$ cat src/hdl/vnorm_pkg.sv
// Shared types and constants for the vector normalizer.
package vnorm_pkg;
   localparam int CB = 16;
   localparam int SUM_BITS = 2 * CB + 2;
   localparam int ROOT_BITS = CB + 1;
   localparam int FRAC = CB - 2;
   localparam int NUM_BITS = CB - 1 + FRAC;

   typedef struct packed {
      logic signed [CB-1:0] vec_x;
      logic signed [CB-1:0] vec_y;
      logic signed [CB-1:0] vec_z;
   } req_type;

   typedef struct packed {
      logic signed [CB-1:0] unit_x;
      logic signed [CB-1:0] unit_y;
      logic signed [CB-1:0] unit_z;
      logic [CB-1:0]        vec_length;
      logic                 zero_length;
   } rsp_type;
endpackage

$ cat src/hdl/vnorm_div.sv
// One division lane: signed component over length, restoring, one bit per stage.
module vnorm_div (
   input  logic                            clock,
   input  logic signed [vnorm_pkg::CB-1:0] in_comp,
   input  logic [vnorm_pkg::ROOT_BITS-1:0] in_len,
   output logic signed [vnorm_pkg::CB-1:0] out_unit
);
   localparam int CB = vnorm_pkg::CB;
   localparam int NB = vnorm_pkg::NUM_BITS + 1;
   localparam int LB = vnorm_pkg::ROOT_BITS;

   logic [NB-1:0] num_ff [NB+1];
   logic [LB:0]   rem_ff [NB+1];
   logic [LB-1:0] den_ff [NB+1];
   logic          neg_ff [NB+1];
   logic [CB-1:0] mag;

   assign mag = in_comp[CB-1] ? CB'(-in_comp) : CB'(in_comp);

   always_ff @(posedge clock) begin
      num_ff[0] <= NB'({mag, {vnorm_pkg::FRAC{1'b0}}});
      rem_ff[0] <= '0;
      den_ff[0] <= in_len;
      neg_ff[0] <= in_comp[CB-1];
   end

   for (genvar s = 0; s < NB; s++) begin : g_stage
      logic [LB:0] shifted;
      assign shifted = {rem_ff[s][LB-1:0], num_ff[s][NB-1]};
      always_ff @(posedge clock) begin
         den_ff[s+1] <= den_ff[s];
         neg_ff[s+1] <= neg_ff[s];
         if (shifted >= {1'b0, den_ff[s]}) begin
            rem_ff[s+1] <= shifted - {1'b0, den_ff[s]};
            num_ff[s+1] <= {num_ff[s][NB-2:0], 1'b1};
         end else begin
            rem_ff[s+1] <= shifted;
            num_ff[s+1] <= {num_ff[s][NB-2:0], 1'b0};
         end
      end
   end

   assign out_unit = neg_ff[NB] ? -CB'(num_ff[NB]) : CB'(num_ff[NB]);
endmodule

$ cat config.mk
export PLATFORM = sky130hd
export DESIGN_NAME = vnorm_div
export DESIGN_NICKNAME = d
export VERILOG_FILES = /design/src/hdl/vnorm_pkg.sv /design/src/hdl/vnorm_div.sv
export SDC_FILE = /design/constraint.sdc
export NUM_CORES = 2
export LEC_CHECK = 0
export ABC_AREA = 1
export ABC_CLOCK_PERIOD_IN_PS = 5700
export BUFFER_PORTS_ARGS = -buffer_cell sky130_fd_sc_hd__buf_4
export CORE_MARGIN = 5
export CORE_UTILIZATION = 65
export CTS_CLUSTER_DIAMETER = 30
export DETAILED_ROUTE_END_ITERATION = 10
export GPL_TIMING_DRIVEN = 0
export PLACE_DENSITY = 0.81
export SETUP_SLACK_MARGIN = 0.05
export SKIP_LAST_GASP = 1
export SLEW_MARGIN = 40
export SYNTH_ARGS = -nofsm -noshare
export SYNTH_HDL_FRONTEND = slang
export SYNTH_SLANG_ARGS = --single-unit
$ cat constraint.sdc
create_clock -name clock -period 5.7 [get_ports clock]
set_input_delay 1.71 -clock clock [delete_from_list [all_inputs] [get_ports clock]]
set_output_delay 1.71 -clock clock [all_outputs]
set_load 0.01 [all_outputs]
==> impl_metrics.json <==
{
  "coreArea_mm2": 0.103,
  "num-fill-cells": 8085,
  "timing.slew.headroom_pct": 61.4,
  "num_rows": 118,
  "synthFlopType": "dfxtp_1",
  "holdBufCountCts": 0,
  "synth_edf_count": 0,
  "layout_common_cells": "nand2_1, inv_1, dfxtp_1, nand3_1, ha_1",
  "cts_buffers": 202,
  "maxSlewViolCount": 0,
  "initial_utilization_pct": 65.4,
  "port_buffers": 49,
  "critPathMaxFanout": 3,
  "grtUsageTotal_pct": 30.2,
  "clkLatencyLatePin_ps": 800,
  "final-seq-area_mm2": 0.0261,
  "drtIter0Drc": 3987,
  "hpwl_um": 132000,
  "timing.hold.ws_ps": 302,
  "synth_seq_cells": 1306,
  "via_count": 59200,
  "die_width_um": 332,
  "diodes": 0,
  "postSynthCellCount": 9729,
  "final.period_utilization_pct": 70.8,
  "viasPerCell": 5.13,
  "synth_cell_types": 49,
  "antenna_found_initial": 3,
  "rsz0062_at_grt": "no",
  "post-cts-setup-buffers": 0,
  "min_path_type": "register to register",
  "grt_pass1_wl_um": 278000,
  "clock_sinks": 1306,
  "fin_crit_ps": 4040,
  "status": "complete, no violations",
  "synth_fp_nets": 10300,
  "postLayoutCoreUtil_pct": 74.5,
  "cts_tree": "yes",
  "grt_max_degree": 17,
  "tightest_slew_ps": 574,
  "powerDensity_mw_per_mm2": 529,
  "finalPower_mw": 40.7,
  "critPathCaptureType": "output port",
  "post_dp_cell_area_mm2": 0.0697,
  "drcViolationCount": 0,
  "ant_nets": 0,
  "setup_tns_ps": 0,
  "drv_cap": 0,
  "yosys.area_share.simple_pct": 34.1,
  "peakVddDrop_uv": 386,
  "cellLeakagePower_nw": 44.2,
  "setup_viol": 0,
  "die_area_mm2": 0.111,
  "htreeDepth": 4,
  "cp_data_arrival_time_ps": 2330,
  "mostFrequentLayoutCell": "nand2_1",
  "seq_area_frac_synth_pct": 38.7,
  "clock_skew_ps": 44.7,
  "max_freq_ghz": 0.248,
  "async_flop_share_pct": 0,
  "syn_area_per_cell_um2": 6.95,
  "grt_pass1_vias": 57700,
  "yosys_warnings": 0,
  "clkTransAtPathRegs_ps": 60,
  "startpoint_type": "register",
  "synthAdderAreaFrac_pct": 10.0,
  "ctsResizeCount": 0,
  "synth.mux.area_fraction_pct": 0,
  "post_drt_wl_per_cell_um": 14.8,
  "netlist_area_mm2": 0.0676,
  "syn2layout_area_growth_pct": 14.0,
  "gp_congestion": 0.957,
  "cts.path.max_buffers": 3,
  "cts-root-buf": "clkbuf_16",
  "fin_nets": 10500,
  "finalHoldViolations": 0,
  "synth_compound_area_share_pct": 2.58,
  "synth_top_family_by_area": "simple AND/OR/NAND/NOR gates",
  "grt_overflow_total": 0,
  "postLayoutCellArea_mm2": 0.0770,
  "synth-xor-area-share_pct": 2.72,
  "io_pins": 50,
  "multiInputGateArea_mm2": 0.0334,
  "drt_wl_total_um": 171000,
  "firstDrtPassIters": 8,
  "critPathRequiredTime_ps": 3990,
  "crit_type": "register to output port",
  "die_h_um": 332,
  "drive_gt1_share_pct": 7.83
}
## layer usage
metal / wire length, µm / track usage [%] / up-vias
li1: - / - / 30100
met1: 69000 / 35.0 / 26600
met2: 83700 / 54.3 / 1903
met3: 8610 / 3.65 / 571
met4: 9900 / 16.8 / 0
met5: 0 / 0 / -
## path summary, 6_finish.rpt
path                                  endpoint  slack [ps]      startpoint  cells past startpoint
worst max-delay path              out_unit[14]        1660   num_ff[7][60]                     10
worst min-delay path             num_ff[4][94]         300   num_ff[4][63]                      0
worst max register to register  rem_ff[0][154]        3320  num_ff[1][119]                     10
worst min register to register   num_ff[4][94]         300   num_ff[4][63]                      0
## synth_stat cells (5+ instances only)
cell	count	share of area (%)
or2_1	5	0.046
inv_4	6	0.056
o21a_1	5	0.056
nor2_1	370	2.1
xor2_1	161	2.1
or2_0	18	0.17
dfxtp_1	1306	39
and3_1	8	0.074
nand4_1	79	0.73
nand2_2	96	0.89
buf_6	30	0.50
ha_1	496	9.2
fa_1	28	0.83
nand3b_1	100	1.1
nor2_8	5	0.15
nand2_1	3645	20
nor3_1	81	0.60
buf_4	16	0.18
buf_2	34	0.25
xnor2_1	49	0.64
nor3_2	11	0.16
inv_1	1913	11
nand3_1	720	5.3
nor2_4	16	0.27
nor2_2	32	0.30
inv_2	9	0.050
or2_2	33	0.31
nand3_2	16	0.24
nand2_4	25	0.42
and2_1	44	0.41
a21oi_1	283	2.1
nand3_4	11	0.29
o21ai_0	24	0.18
nor4_1	11	0.10
o21ai_2	12	0.16
## critical path: stages (launching register included)
cell      delay [ps]
dfxtp_1          320
inv_1             80
ha_1             170
nand3_1          110
nor2_1           110
nand2_1           90
nor2_1           190
nand4_1          150
nand3b_1         110
nand2_1           60
buf_4            140
## stage by stage
step           setup WS (ps)  std cells
2_1_floorplan           2790       9729
3_3_place_gp            2570      11200
3_5_place_dp            2500      11200
4_1_cts                 1610      11500
5_1_grt                 1500      11500
6_report                1660      11500
## where the power goes
part,switching (mW),internal (mW),total [mW]
clock,4.84,7.95,12.8
sequential,1.37,11.2,12.6
combinational,9.90,5.43,15.3
total,16.1,24.6,40.7
## cell type report
cell class / instances / share of cell area, %
multi-input cells: 6404 / 43.4
flip-flops and latches: 1306 / 34.0
inverters: 1928 / 9.42
clock buffers: 222 / 6.85
clock inverters: 160 / 2.68
well taps: 1380 / 2.24
plain buffers: 91 / 0.998
repair buffers: 49 / 0.478
## state kept, by name, summed over array words and instances (netlist names)
register	cells
den_ff	510
rem_ff	493
num_ff	272
neg_ff	31
## kinds of logic after synthesis
logic type / count (synthesis)
buffers and inverters: 2019
AOI/OAI and AO/OA: 333
adders and majority gates: 524
and+or+nand+nor: 5337
xor gates and xnor gates: 210
DFF: 1306
(Power assumes the default switching activity.)
