### config.mk
export PLATFORM = sky130hd
export DESIGN_NAME = vnorm_sqrt
export DESIGN_NICKNAME = d
export VERILOG_FILES = /design/src/hdl/vnorm_pkg.sv /design/src/hdl/vnorm_sqrt.sv
export SDC_FILE = /design/constraint.sdc
export NUM_CORES = 2
export LEC_CHECK = 0
export BUFFER_PORTS_ARGS = -buffer_cell sky130_fd_sc_hd__buf_2
export CAP_MARGIN = 15
export CORE_AREA = 2 2 355 252
export CTS_BUF_LIST = sky130_fd_sc_hd__clkbuf_8 sky130_fd_sc_hd__clkbuf_16
export DETAILED_ROUTE_END_ITERATION = 12
export DIE_AREA = 0 0 357 254
export PLACE_DENSITY = 0.77
export SYNTH_ARGS = -nofsm -noshare
export SYNTH_HDL_FRONTEND = slang
export SYNTH_SLANG_ARGS = --single-unit
### constraint.sdc
create_clock -name clock -period 3.37 [get_ports clock]
set_input_delay 0.337 -clock clock [delete_from_list [all_inputs] [get_ports clock]]
set_output_delay 0.337 -clock clock [all_outputs]
set_load 0.01 [all_outputs]
### src/hdl/vnorm_pkg.sv
// Shared types and constants for the vector normalizer.
package vnorm_pkg;
   localparam int CB = 16;
   localparam int SUM_BITS = 2 * CB + 2;
   localparam int ROOT_BITS = CB + 1;
   localparam int FRAC = CB - 2;
   localparam int NUM_BITS = CB - 1 + FRAC;

   typedef struct packed {
      logic signed [CB-1:0] vec_x;
      logic signed [CB-1:0] vec_y;
      logic signed [CB-1:0] vec_z;
   } req_type;

   typedef struct packed {
      logic signed [CB-1:0] unit_x;
      logic signed [CB-1:0] unit_y;
      logic signed [CB-1:0] unit_z;
      logic [CB-1:0]        vec_length;
      logic                 zero_length;
   } rsp_type;
endpackage

### src/hdl/vnorm_sqrt.sv
// Pipelined integer square root, one result bit per stage.
module vnorm_sqrt (
   input  logic                            clock,
   input  logic                            reset,
   input  logic                            in_valid,
   input  logic [vnorm_pkg::SUM_BITS-1:0]  in_sum,
   input  logic [3*vnorm_pkg::CB-1:0]      in_tag,
   output logic                            out_valid,
   output logic [vnorm_pkg::ROOT_BITS-1:0] out_root,
   output logic [3*vnorm_pkg::CB-1:0]      out_tag
);
   localparam int N = vnorm_pkg::ROOT_BITS;
   localparam int SB = vnorm_pkg::SUM_BITS;
   localparam int RB = SB + 2;

   logic [N:0]         valid_ff;
   logic [RB-1:0]      rem_ff  [N+1];
   logic [N-1:0]       root_ff [N+1];
   logic [SB-1:0]      num_ff  [N+1];
   logic [3*vnorm_pkg::CB-1:0] tag_ff [N+1];

   always_ff @(posedge clock) begin
      if (reset) begin
         valid_ff <= '0;
      end else begin
         valid_ff <= {valid_ff[N-1:0], in_valid};
      end
   end

   always_ff @(posedge clock) begin
      rem_ff[0]  <= '0;
      root_ff[0] <= '0;
      num_ff[0]  <= in_sum;
      tag_ff[0]  <= in_tag;
   end

   for (genvar s = 0; s < N; s++) begin : g_stage
      logic [RB-1:0] rem_in;
      logic [RB-1:0] trial;
      assign rem_in = {rem_ff[s][RB-3:0], num_ff[s][SB-1 -: 2]};
      assign trial  = {{(RB-N-2){1'b0}}, root_ff[s], 2'b01};
      always_ff @(posedge clock) begin
         num_ff[s+1] <= {num_ff[s][SB-3:0], 2'b00};
         tag_ff[s+1] <= tag_ff[s];
         if (rem_in >= trial) begin
            rem_ff[s+1]  <= rem_in - trial;
            root_ff[s+1] <= {root_ff[s][N-2:0], 1'b1};
         end else begin
            rem_ff[s+1]  <= rem_in;
            root_ff[s+1] <= {root_ff[s][N-2:0], 1'b0};
         end
      end
   end

   assign out_valid = valid_ff[N];
   assign out_root  = root_ff[N];
   assign out_tag   = tag_ff[N];
endmodule

==> flow_summary.toml <==
[critical_path]
crit_type = "flip-flop to flip-flop"
r2r-end = "rem_ff[5][33]"
crit_fanout = 5
crit_required_ns = 4.05
crit_arrival_ns = 3.97
start_kind = "flip-flop"
critPathLaunch = "rem_ff[4][49]"
r2r_start = "rem_ff[4][49]"
worst-r2r-cell-count = 8
cp-end-kind = "flip-flop"
rrSetupSlack_ns = 0.08

[timing]
tightest_slew_ns = 0.972
clock-skew-final_ns = 0.0234
fin_crit_ns = 3.29
hold_ws_ns = 0.209
finalSetupTns_ns = 0
slew_headroom_pct = 34.6
slew_viol_final = 0
finalHoldViolations = 0
setup_viol = 0
max_freq_mhz = 304
fin_crit_sh_pct = 97.5

[clocking]
clock_path_buffers = 3
cts_max_level = 4
worst_setup_hold_path_clk_slew_ns = 0.07
cts_tree = "done"
clock-root-buffer = "clkbuf_16"
cts_inserted_buffers = 154
clk-insertion-delay-late_ns = 0.76
clock_sinks = 1834

[yosys]
synth-edff-count = 0
synth_cell_types = 74
synth_warnings = 0
syn_inst = 4200
avgSynthCellArea_um2 = 12.4
synth.ff_latch_count = 1834
synth_fp_nets = 4457
synthArstFlopShare_pct = 0
synth_top_area_cell = "dfxtp_1"
synth.area.top_cells = "dfxtp_1 71%, ha_1 4.1%, xor2_1 3.8%, xnor2_1 3.0%, nor2_1 1.7%"
synthesis.area_um2 = 52000
synth_top_area_share_pct = 70.7
yosysMostFrequentCell = "dfxtp_1"
ys.flop_type = "dfxtp_1"
yosys-top-cells-count = "1834 x dfxtp_1, 235 x nor2_1, 223 x xor2_1"
yosysSeqAreaShare_pct = 70.7

[place]
portBuffers = 150
placed_cell_area_um2 = 54500
place_congestion = 0.935
place_inst = 5528
dp_hpwl_mm = 61.3

[min_path]
hold_depth = 2
hp-class = "primary input to flip-flop"
min_to = "tag_ff[0][39]"
min_from = "in_tag[39]"

[finish]
final_nets = 4866
diodes = 0
area_growth_pct = 17.1
final_cell_count_no_fill = 5895
drive_gt1_share_pct = 11.6
final_area_um2 = 60800

[global_route]
grt_first_pass_wirelength_mm = 150
grt_overflow_total = 0
first_global_vias = 29200
grt_max_degree = 36
antenna_found_initial = 1
track_usage_pct = 20.9

[outcome]
status = "finished, final reports clean"

[detailed_routing]
vias = 29800
dr.pass1.iters = 5
vias_per_cell = 5.06
wl_mm = 93.1
drt_iter0_drc = 2034
wire_per_inst_um = 15.8
drc = 0
final_antenna_net_count = 0

[pwr]
ir_worst_vdd_v = 0.000621
power_leakage_uw = 0.0269
power.density_nw_per_um2 = 802

[floorplanning]
initial_core_util_pct = 59.6
io-pin-count = 151
die_h_um = 254
floorplan.rows = 91
die_x_um = 357
die_area_um2 = 90700
coreArea_um2 = 87200

[job]
cap_viol_max_count = 0
[flip-flops by register name, indices dropped and copies added (netlist names)]
register,flops
num_ff,306
root_ff,153
rem_ff,493
tag_ff,864
valid_ff,18
[through the flow]
stage                     power (µW)  utilization (%)  setup slack [ns]
after floorplan                29000                -             0.256
after global placement         30400             62.5             0.164
after detailed placement       30600             62.5             0.127
after CTS                      49100             69.7            0.0347
after global routing           50900             69.7           -0.0278
final                          48800             69.7            0.0832
[placed cells by master, fill, tap and decap left out, drive strengths merged, types with 8 or more instances in the layout]
| cell | synthesis | layout |
|---|---|---|
| nor2b | 43 | 43 |
| xnor2 | 176 | 176 |
| a21oi | 160 | 160 |
| a21o | 36 | 36 |
| xor2 | 223 | 223 |
| or3 | 60 | 60 |
| clkinv | 1 | 27 |
| bufinv | 0 | 15 |
| o21bai | 15 | 15 |
| or4 | 49 | 49 |
| a211oi | 15 | 15 |
| buf | 4 | 218 |
| or2 | 20 | 20 |
| nand2b | 35 | 35 |
| nor2 | 235 | 235 |
| mux2 | 21 | 21 |
| o31ai | 18 | 18 |
| dlygate4sd3 | 0 | 85 |
| nor3 | 114 | 114 |
| o21ai | 124 | 124 |
| and3 | 11 | 11 |
| nand2 | 204 | 204 |
| nand3b | 24 | 24 |
| nor4 | 88 | 88 |
| o21a | 28 | 28 |
| o41ai | 10 | 10 |
| nand4 | 29 | 29 |
| nand3 | 58 | 58 |
| o211ai | 9 | 9 |
| inv | 219 | 253 |
| a31oi | 11 | 11 |
| clkbuf | 46 | 199 |
| dfxtp | 1834 | 1834 |
| a2111oi | 8 | 8 |
| ha | 172 | 172 |
[metal layers]
layer / global-route usage (%) / vias up / share of wire, %
met1: 30.2 / 14000 / 49
met2: 31.4 / 738 / 43
met5: 0 / - / 0.014
li1: - / 14900 / -
met3: 4.17 / 152 / 6.5
met4: 7.07 / 2 / 1.9
[worst max-delay path by stage]
stage / end / slack (ns) / cells past startpoint
after CTS: rem_ff[8][30] / 0.03 / 10
final: rem_ff[5][33] / 0.08 / 8
after global placement: rem_ff[5][33] / 0.16 / 8
after floorplan: rem_ff[5][31] / 0.26 / 8
after global routing: rem_ff[6][62] / -0.03 / 12
after detailed placement: rem_ff[5][31] / 0.13 / 8
[worst max-delay path, cell delays in order, from the launching register on]
cell,delay [ns]
dfxtp_1,0.32
or4_4,0.55
or3_4,0.35
or3_4,0.37
or3_4,0.37
or3_4,0.35
or4_4,0.47
nor4_2,0.27
xor2_1,0.16
[report_power, final]
group | switching, µW | internal, µW | leakage, µW
Clock | 7760 | 10600 | 0.00276
Combinational | 2180 | 2030 | 0.00867
Sequential | 1890 | 24300 | 0.0154
Total | 11800 | 36900 | 0.0269
[what timing repair did]
item | in CTS | in global routing
hold buffers | 85 | 0
setup endpoints to repair | 0 | 21
endpoints found under the hold margin | 100 | 0
setup buffers | 0 | 2
resized for setup | 0 | 10
[kinds of logic (layout without fill, tap and decap cells)]
| group | after synthesis | after routing | synth area share, % |
|---|---|---|---|
| flip-flops | 1834 | 1834 | 70.7 |
| AND/OR/NAND/NOR | 1011 | 1011 | 10.1 |
| AO/OA/AOI/OAI | 488 | 488 | 5.85 |
| XOR/XNOR | 399 | 399 | 6.73 |
| buffers and inverters | 270 | 803 | 1.95 |
| adder cells (fa/ha/maj) | 172 | 172 | 4.14 |
| multiplexers | 25 | 25 | 0.532 |
| other | 1 | 1 | 0.00722 |
[layout make-up]
cell class | instances | area, µm²
Tap cell | 1162 | 1450
Clock buffer | 199 | 4510
Sequential cell | 1834 | 36700
Multi-Input combinational cell | 2096 | 14300
Inverter | 220 | 826
Fill cell | 6205 | 26400
Clock inverter | 81 | 916
Timing Repair Buffer | 303 | 2120
(Power assumes the default switching activity.)
